[src/rtl/sbie_pkg.sv]
// Package for the stored-block image extractor.
// Holds the signature constants, status codes and the match result type.
// No dependencies.
package sbie_pkg;

  localparam int unsigned WinLen = 20;
  localparam int unsigned SigLen = 8;
  localparam int unsigned TailOfs = 12;
  localparam logic [3:0] SkipAfterMiss = 4'd12;
  localparam logic [2:0] HdrLast = 3'd4;
  localparam logic [15:0] FirstBlockLen = 16'h8000;
  localparam logic [4:0] WinFull = 5'd20;

  typedef logic [7:0] byte_t;

  localparam byte_t SigMagic [SigLen] = '{
    8'h07, 8'h00, 8'h01, 8'h00, 8'h00, 8'h00, 8'h0A, 8'h04
  };
  localparam byte_t SigTail [SigLen] = '{
    8'h00, 8'h78, 8'h01, 8'h00, 8'h00, 8'h80, 8'hFF, 8'h7F
  };

  typedef enum logic [1:0] {
    StOk       = 2'd0,
    StNotFound = 2'd1,
    StTrunc    = 2'd2
  } status_e;

  typedef struct packed {
    logic magic;
    logic tail;
  } match_t;

endpackage

[src/rtl/sbie_in_if.sv]
// Input channel of the stored-block image extractor: one file byte per transaction.
// Depends on nothing.
interface sbie_in_if;
  logic       valid;
  logic       ready;
  logic [7:0] data_byte;
  logic       end_of_file;

  modport source (output valid, output data_byte, output end_of_file, input ready);
  modport sink (input valid, input data_byte, input end_of_file, output ready);
endinterface

[src/rtl/sbie_out_if.sv]
// Output channel of the stored-block image extractor: payload bytes and file status.
// Depends on nothing.
interface sbie_out_if;
  logic       valid;
  logic       ready;
  logic [7:0] out_byte;
  logic       payload_valid;
  logic       file_done;
  logic [1:0] status;

  modport source (output valid, output out_byte, output payload_valid,
                  output file_done, output status, input ready);
  modport sink (input valid, input out_byte, input payload_valid,
                input file_done, input status, output ready);
endinterface

[src/rtl/sbie_match.sv]
// Signature matcher: checks the shifted search window for the magic and the tail.
// Depends on sbie_pkg.
module sbie_match
  import sbie_pkg::*;
(
  input  byte_t  win_i [WinLen],
  input  byte_t  byte_i,
  output match_t match_o
);

  byte_t nxt [WinLen];

  always_comb begin
    for (int i = 0; i < WinLen - 1; i++) begin
      nxt[i] = win_i[i+1];
    end
    nxt[WinLen-1] = byte_i;
  end

  always_comb begin
    match_o.magic = 1'b1;
    match_o.tail  = 1'b1;
    for (int i = 0; i < SigLen; i++) begin
      if (nxt[i] != SigMagic[i]) begin
        match_o.magic = 1'b0;
      end
      if (nxt[TailOfs+i] != SigTail[i]) begin
        match_o.tail = 1'b0;
      end
    end
  end

endmodule

[src/rtl/stored_block_image_extractor.sv]
// Stored-block image extractor, top level.
// Depends on sbie_pkg, sbie_in_if, sbie_out_if and sbie_match.
//
// The in_i channel takes one byte of a container file per transaction, with
// end_of_file marking the last byte. The block looks for the 8-byte magic
// followed 12 bytes later by the zlib/stored-block tail, then follows the
// chain of 5-byte stored-block headers and passes the payload bytes on.
// The out_o channel carries one transaction per payload byte and one for the
// last file byte, which has file_done set and the status: ok, start not
// found, or block truncated. A truncated block has already been sent, and the
// receiver is expected to discard it.
// Each byte is handled in the cycle it is accepted and its result is registered
// in the output register. A byte is accepted every cycle while the output
// register is empty or being taken. When the receiver stalls, the pending
// result is held and in_i.ready drops until it is taken. Reset clears the
// search and parser state; after the last file byte the same state returns
// to its reset value for the next file.
module stored_block_image_extractor
  import sbie_pkg::*;
(
  input  logic       clk_i,
  input  logic       rst_ni,
  sbie_in_if.sink    in_i,
  sbie_out_if.source out_o
);

  typedef enum logic [1:0] {
    PhSearch  = 2'd0,
    PhHeader  = 2'd1,
    PhPayload = 2'd2,
    PhDone    = 2'd3
  } phase_e;

  byte_t   win_q [WinLen];
  logic [4:0] fill_q, fill_d;
  logic [3:0] skip_q, skip_d;
  phase_e  phase_q, phase_d;
  logic [2:0] hidx_q, hidx_d;
  logic    final_q, final_d;
  byte_t   len_low_q, len_low_d;
  logic [15:0] left_q, left_d;

  logic    out_valid_q;
  byte_t   out_byte_q;
  logic    pay_q, done_q;
  status_e status_q;

  logic    accept;
  logic    emit;
  status_e status_d;
  match_t  match;

  assign in_i.ready = !out_valid_q || out_o.ready;
  assign accept     = in_i.valid && in_i.ready;

  sbie_match u_match (
    .win_i   (win_q),
    .byte_i  (in_i.data_byte),
    .match_o (match)
  );

  always_comb begin
    fill_d    = fill_q;
    skip_d    = skip_q;
    phase_d   = phase_q;
    hidx_d    = hidx_q;
    final_d   = final_q;
    len_low_d = len_low_q;
    left_d    = left_q;
    emit      = 1'b0;
    status_d  = StOk;
    unique case (phase_q)
      PhSearch: begin
        if (fill_q < WinFull) begin
          fill_d = fill_q + 5'd1;
        end
        if (fill_d == WinFull) begin
          if (skip_q != 4'd0) begin
            skip_d = skip_q - 4'd1;
          end else if (match.magic) begin
            if (match.tail) begin
              phase_d = PhPayload;
              left_d  = FirstBlockLen;
              final_d = 1'b0;
            end else begin
              skip_d = SkipAfterMiss;
            end
          end
        end
      end
      PhHeader: begin
        unique case (hidx_q)
          3'd0: final_d = (in_i.data_byte == 8'd1);
          3'd1: len_low_d = in_i.data_byte;
          3'd2: left_d = {in_i.data_byte, len_low_q};
          default: ;
        endcase
        if (hidx_q >= HdrLast) begin
          hidx_d = 3'd0;
          if (left_d == 16'd0) begin
            phase_d = final_d ? PhDone : PhHeader;
          end else begin
            phase_d = PhPayload;
          end
        end else begin
          hidx_d = hidx_q + 3'd1;
        end
      end
      PhPayload: begin
        emit   = 1'b1;
        left_d = left_q - 16'd1;
        if (left_d == 16'd0) begin
          phase_d = final_q ? PhDone : PhHeader;
          hidx_d  = 3'd0;
        end
      end
      PhDone: ;
      default: ;
    endcase
    if (in_i.end_of_file) begin
      priority if (phase_d == PhSearch) begin
        status_d = StNotFound;
      end else if (phase_d == PhPayload) begin
        status_d = StTrunc;
      end else begin
        status_d = StOk;
      end
      fill_d  = 5'd0;
      skip_d  = 4'd0;
      phase_d = PhSearch;
      hidx_d  = 3'd0;
      final_d = 1'b0;
    end
  end

  always_ff @(posedge clk_i or negedge rst_ni) begin
    if (!rst_ni) begin
      fill_q      <= 5'd0;
      skip_q      <= 4'd0;
      phase_q     <= PhSearch;
      hidx_q      <= 3'd0;
      final_q     <= 1'b0;
      out_valid_q <= 1'b0;
    end else begin
      if (accept) begin
        fill_q  <= fill_d;
        skip_q  <= skip_d;
        phase_q <= phase_d;
        hidx_q  <= hidx_d;
        final_q <= final_d;
      end
      if (accept) begin
        out_valid_q <= emit || in_i.end_of_file;
      end else if (out_o.ready) begin
        out_valid_q <= 1'b0;
      end
    end
  end

  always_ff @(posedge clk_i) begin
    if (accept) begin
      len_low_q  <= len_low_d;
      left_q     <= left_d;
      out_byte_q <= emit ? in_i.data_byte : 8'd0;
      pay_q      <= emit;
      done_q     <= in_i.end_of_file;
      status_q   <= status_d;
      if (phase_q == PhSearch) begin
        for (int i = 0; i < WinLen - 1; i++) begin
          win_q[i] <= win_q[i+1];
        end
        win_q[WinLen-1] <= in_i.data_byte;
      end
    end
  end

  assign out_o.valid         = out_valid_q;
  assign out_o.out_byte      = out_byte_q;
  assign out_o.payload_valid = pay_q;
  assign out_o.file_done     = done_q;
  assign out_o.status        = status_q;

  a_status_only_at_done: assert property (@(posedge clk_i) disable iff (!rst_ni)
    out_valid_q && !done_q |-> status_q == StOk)
    else $error("status set on a result that is not the end of the file");

  a_skip_only_in_search: assert property (@(posedge clk_i) disable iff (!rst_ni)
    skip_q != 4'd0 |-> phase_q == PhSearch)
    else $error("skip count left over outside the search");

  a_hidx_only_in_header: assert property (@(posedge clk_i) disable iff (!rst_ni)
    hidx_q != 3'd0 |-> phase_q == PhHeader)
    else $error("header index left over outside header parsing");

  a_payload_has_bytes: assert property (@(posedge clk_i) disable iff (!rst_ni)
    phase_q == PhPayload |-> left_q != 16'd0)
    else $error("payload phase with no bytes left");

  a_emit_from_payload: assert property (@(posedge clk_i) disable iff (!rst_ni)
    accept && phase_q != PhPayload |=> !(out_valid_q && pay_q))
    else $error("payload byte sent outside the payload phase");

endmodule

[src/flat_wrapper.sv]
// flat-port wrapper written by rule: the top's interface ports become plain ports
module stored_block_image_extractor_flat import sbie_pkg::*;
  (clk_i, rst_ni, in_i_valid, in_i_data_byte, in_i_end_of_file, in_i_ready, out_o_valid, out_o_out_byte, out_o_payload_valid, out_o_file_done, out_o_status, out_o_ready);
  sbie_in_if in_i_i ();
  sbie_out_if out_o_i ();
  input  logic clk_i;
  input  logic rst_ni;
  input wire logic [$bits(in_i_i.valid)-1:0] in_i_valid;
  input wire logic [$bits(in_i_i.data_byte)-1:0] in_i_data_byte;
  input wire logic [$bits(in_i_i.end_of_file)-1:0] in_i_end_of_file;
  output wire logic [$bits(in_i_i.ready)-1:0] in_i_ready;
  output wire logic [$bits(out_o_i.valid)-1:0] out_o_valid;
  output wire logic [$bits(out_o_i.out_byte)-1:0] out_o_out_byte;
  output wire logic [$bits(out_o_i.payload_valid)-1:0] out_o_payload_valid;
  output wire logic [$bits(out_o_i.file_done)-1:0] out_o_file_done;
  output wire logic [$bits(out_o_i.status)-1:0] out_o_status;
  input wire logic [$bits(out_o_i.ready)-1:0] out_o_ready;
  assign in_i_i.valid = in_i_valid;
  assign in_i_i.data_byte = in_i_data_byte;
  assign in_i_i.end_of_file = in_i_end_of_file;
  assign in_i_ready = in_i_i.ready;
  assign out_o_valid = out_o_i.valid;
  assign out_o_out_byte = out_o_i.out_byte;
  assign out_o_payload_valid = out_o_i.payload_valid;
  assign out_o_file_done = out_o_i.file_done;
  assign out_o_status = out_o_i.status;
  assign out_o_i.ready = out_o_ready;
  stored_block_image_extractor u_core (.clk_i(clk_i), .rst_ni(rst_ni), .in_i(in_i_i), .out_o(out_o_i));
endmodule
[config.mk]
export PLATFORM = sky130hd
export DESIGN_NAME = stored_block_image_extractor_flat
export DESIGN_NICKNAME = d
export VERILOG_FILES = /design/src/rtl/sbie_pkg.sv /design/src/rtl/sbie_in_if.sv /design/src/rtl/sbie_out_if.sv /design/src/rtl/sbie_match.sv /design/src/rtl/stored_block_image_extractor.sv /design/src/flat_wrapper.sv
export SDC_FILE = /design/constraint.sdc
export NUM_CORES = 1
export LEC_CHECK = 0
export BUFFER_PORTS_ARGS = -buffer_cell sky130_fd_sc_hd__buf_2
export CORE_UTILIZATION = 45
export DETAILED_ROUTE_END_ITERATION = 7
export GPL_TIMING_DRIVEN = 0
export PLACE_DENSITY_LB_ADDON = 0.25
export REMOVE_ABC_BUFFERS = 1
export SYNTH_ARGS = -nofsm -noshare
export SYNTH_HDL_FRONTEND = slang
export SYNTH_SLANG_ARGS = --single-unit
export TNS_END_PERCENT = 1
[constraint.sdc]
create_clock -name clk_i -period 17.1 [get_ports clk_i]
set_input_delay 2.565 -clock clk_i [delete_from_list [all_inputs] [get_ports clk_i]]
set_output_delay 2.565 -clock clk_i [all_outputs]
set_load 0.05 [all_outputs]
After elaboration in Yosys (flattened, before gate mapping):

Cells that the tools add are included.

* bits in registers: 204
* logic and storage cells: 158
* output and inout port bits: 14

* $add $sub $neg: 4
* $lt $le $gt $ge: 2
* bitwise operators: 1
* multiplexer cells: 61
* eq/ne operators: 26
* reduce and logical (&&, ||, !) cells: 32

Operators by type and width (count)
* 2-to-1 mux 16 bit: 6
* nonzero test 8 bit: 7
* one-hot mux 16 bit (3 select lines): 1
* zero test 16 bit: 2
* 2-to-1 mux 1 bit: 27
* 2-to-1 mux 4 bit: 6
* 2-to-1 mux 2 bit: 11
* 2-to-1 mux 5 bit: 4
* != test 8 x 1 -> 1 bit (second input constant): 2
* != test 8 x 3 -> 1 bit (second input constant): 2
* != test 8 x 7 -> 1 bit (second input constant): 2
* != test 8 bit (second input constant): 2
* subtractor 16 x 1 -> 16 bit (second input constant): 1
* != test 3 x 2 -> 1 bit (second input constant): 4
* AND reduction 6 bit: 2
* nonzero test 3 bit: 4
* 2-to-1 mux 3 bit: 3
* == test 8 x 1 -> 1 bit (second input constant): 1
* != test 8 x 4 -> 1 bit (second input constant): 1
* != test 2 x 1 -> 1 bit (second input constant): 3
* != test 3 bit (second input constant): 2
* one-hot mux 2 bit (3 select lines): 1
* one-hot mux 3 bit (2 select lines): 1
* AND reduction 3 bit: 2
* other kinds (23): 29

Depth between registers and ports, before layout:

* word-level depth: 17
* mapped depth: 10
* mapped depth without buffers: 9

Cells and area by module:

A second synthesis with hierarchy kept.

* cell total of the unflattened synthesis: 551
* area, all modules: 8414.3 µm²

Modules (own cells, without submodules)
* stored_block_image_extractor: times used 1, sequential area each 6286.0 µm², cells each 509, area each 8101.5 µm²
* sbie_match: times used 1, sequential area each 0.0 µm², cells each 42, area each 312.8 µm²

Worst setup path after synthesis:

Ideal clock, no wire load.

* path kind: input-to-reg
* start point: input out_o_ready
* end point: register u_core.skip_q[3]
* buffers on the path: 0
* path slack: 9396 ps
* stages: 6
* arrival: 7638 ps
* data required time: 17035 ps
* setup time: 65 ps
* cell sequence: nand2b_1 and3_1 and2_1 a21oi_1 nor3_1 o22a_1

* cells in the longest elaborated chain, start to end: 3

Ends and longest elaborated chain
* start: declaration: line flat_wrapper.sv:17 `input wire logic [$bits(out_o_i.ready)-1:0] out_o_ready;`
* logical OR 1 bit: line stored_block_image_extractor.sv:53 `assign in_i.ready = !out_valid_q || out_o.ready;`
* logical AND 1 bit: line stored_block_image_extractor.sv:54 `assign accept = in_i.valid && in_i.ready;`
* AND reduction 5 bit (no line)
* end signal: assignment: line stored_block_image_extractor.sv:147 `skip_q <= skip_d;`
* end: declaration: line stored_block_image_extractor.sv:36 `logic [3:0] skip_q, skip_d;`

Every way passes these cells.
A chain may end at the register's enable or synchronous reset.

Worst setup path in the final report:

* start point: input out_o_ready
* end point: output in_i_ready

* cells in the longest elaborated chain, start to end: 1

Ends and longest elaborated chain
* logical OR 1 bit: line stored_block_image_extractor.sv:53
* end: declaration: line flat_wrapper.sv:11 `output wire logic [$bits(in_i_i.ready)-1:0] in_i_ready;`

Every way passes these cells.

==> run metrics <==
status=completed; initial antenna violation count=0; Synth top area share=slightly below 70%; Peak VDD IR=between 0.00009 and 0.0001 V; Crit Path Max Fanout=5; worst skew pair latency=approximately 0.48 ns; max-slew violations=0; CTS root buffer=clkbuf_16; YS warnings=0; gr ovfl total=0; placed cell count=between 700 and 800; starting density of the core=between 40% and 50%; combinational power share=between 7 and 8%; register share of total power=a little over half; total negative slack=0 ns; via count=~4700; worst r2r path cells=9; Setup WS pre-CTS=approximately 11 ns; port bufs=26; # setup viols final=0; clock skew=0.00920 ns; PostCTS Resize Cnt=0; wire per inst=around 19 microns; most common cell after layout, fill and taps aside=edfxtp_1; DRT antenna net count=0; Worst Setup Path Type=in -> out; multi-input logic area=~0.0020 sq mm; # diodes=0; Area Overhead vs Synth=13.3%; first-pass GRT wire length=24000 microns; Die Ht=between 100 and 150 microns; CTS tree=done; cell taking the most area after synthesis=edfxtp_1; r2r setup slk=about 14 ns; final hold viol count=0; layout cell share with drive strength beyond 1=11.8%; Gate Count Post-Synth=approximately 550; CTS Hold Bufs=0; FF/Latch Area=between 0.006 and 0.007 sq mm; post-layout util=a little over half; drt first pass iters=5; Critical Path Start Type=primary input; fraction of registers with async set/reset=approximately 8%; Final HPWL DP=between 9000 and 10000 microns; MaxCap Viol Count=0; final instance count without filler cells=820; Area contributors post-synth=edfxtp_1 (69%), dfrtp_1 (4.9%), nand2_1 (3.2%); Clock power frac=~40%; upper clock frequency limit=between 150 and 200 MHz; Total Wirelength=between 15000 and 20000 microns; # IOs=27; crit end category=output pin; Netlist Area Pre-Place=approximately 0.0082 sq mm; Int Pwr=~900 uW; most frequent cells in the layout=edfxtp_1 (188), nand2_1 (69), buf_2 (26); Post-CTS Setup Inserts=0; Synth Register Bits=204; switching share of total power=between 20% and 30%; number of global-route vias before repair=4483; Detailed Route Iter0 Violations=473; worst-margin pin slew=roughly 1.4 ns; Pleak=3.18 nW; Min-Delay Path Class=reg -> reg; Slew HR=approximately 7.3%; Row Count=48; CTS clk-pin slew, worst paths=approximately 0.060 ns; net switching power=roughly 260 uW; hold slack=about 0.42 ns; Die ar.=between 0.015 and 0.02 sq mm; clock buffer count from CTS=21; GP Congestion=0.862; dpl cell area=between 0.008 and 0.009 sq mm; number of clock sinks=slightly above 200; min Tclk post-route=5.67 ns; Post-synth EDFFs=188; Worst Path Required=approximately 15 ns; RSZ-0062 raised after global routing=no; Via-to-Cell Ratio=5.72; Total GRT Usage=~17%; # H-tree levels=1; Tcrit/Tclk final=between 30% and 40%; Avg Cell Area, Syn=14.9 sq um; final-stage net count=606; # DRC=0; fin area=approximately 0.009 sq mm; hold path depth=0; post-synth cell types=between 50 and 60; Cell Pwr Density=124 mW/mm^2; ys flop type=edfxtp_1; Total Power=about 1.1 mW; core box area=0.0175 sq mm; die width=around 140 microns; CTS Buffer Depth=3; register area share after synthesis=between 70 and 80%; final worst setup slack=between 10 and 15 ns; largest net degree at the start of global routing=56; Critical Path AT=~3.1 ns; Filler Cells Inserted=about 1400
## per-layer routing
metal,vias to the layer above,part of all wire [%],global-route usage [%]
met3,25,6.6,3.15
met4,0,1.9,4.38
met2,162,48,26.6
met1,2333,44,23.9
met5,-,0,0
li1,2172,-,-
## registers in the layout, summed over array words and instances (netlist names)
name                        count
u_core.win_q                  152
u_core.len_low_q                8
u_core.out_o.file_done          1
u_core.skip_q                   4
u_core.out_o.payload_valid      1
u_core.left_q                  16
u_core.out_o.status             2
u_core.fill_q                   5
u_core.out_o.out_byte           8
u_core.final_q                  1
u_core.hidx_q                   3
u_core.out_o.valid              1
u_core.phase_q                  2
## kinds of logic (layout without fill, tap and decap cells)
kind of cell | count (synthesis) | after routing | synth area share, %
muxes | 5 | 5 | 0.614
adders and majority gates | 12 | 12 | 1.84
and+or+nand+nor | 213 | 213 | 14.8
xor gates and xnor gates | 12 | 12 | 1.29
DFF | 204 | 204 | 74.2
buffers and inverters | 30 | 79 | 1.47
AOI/OAI and AO/OA | 70 | 70 | 5.85
## power groups by stage
stage               Sequential (mW)  Combinational, mW  Clock (mW)
finish                        0.610             0.0855       0.449
global route                  0.614             0.0946       0.482
CTS                           0.610             0.0859       0.461
detailed placement            0.620             0.0855           0
global placement              0.623             0.0773           0
floorplan                     0.622             0.0517           0
## path summary, 6_finish.rpt
path,startpoint,endpoint
worst max-delay path,out_o_ready,in_i_ready
worst min-delay path,u_core.win_q[78],u_core.win_q[86]
worst max register to register,u_core.hidx_q[0],u_core.out_o.status[1]
worst min register to register,u_core.win_q[78],u_core.win_q[86]
max in group asynchronous,rst_ni,u_core.hidx_q[1]
min in group asynchronous,rst_ni,u_core.fill_q[2]
## critical path: stages
cell and delay, ns:
buf_2 0.07, nand2b_1 0.17, buf_2 0.30
## layout make-up
class                   count  area share [%]
multi-input cells         312            21.6
clock inverters            10            1.38
inverters                  14           0.569
flip-flops and latches    204            65.5
clock buffers              27            5.93
well taps                 225            3.05
repair buffers             28            2.01
## Yosys cell counts, drive strengths merged, types with 4 or more instances
master / instances
nand4: 12
clkbuf: 14
xor2: 7
a211oi: 4
o21ai: 22
a21oi: 7
or3: 4
and3: 7
nor4b: 9
nor4bb: 5
nor4: 25
a31oi: 7
xnor2: 5
and2: 17
nor2: 19
nand2: 69
edfxtp: 188
dfrtp: 16
nor3: 14
mux2i: 5
or4: 4
nor2b: 11
a22oi: 7
inv: 14
ha: 12
(Power assumes the default switching activity.)
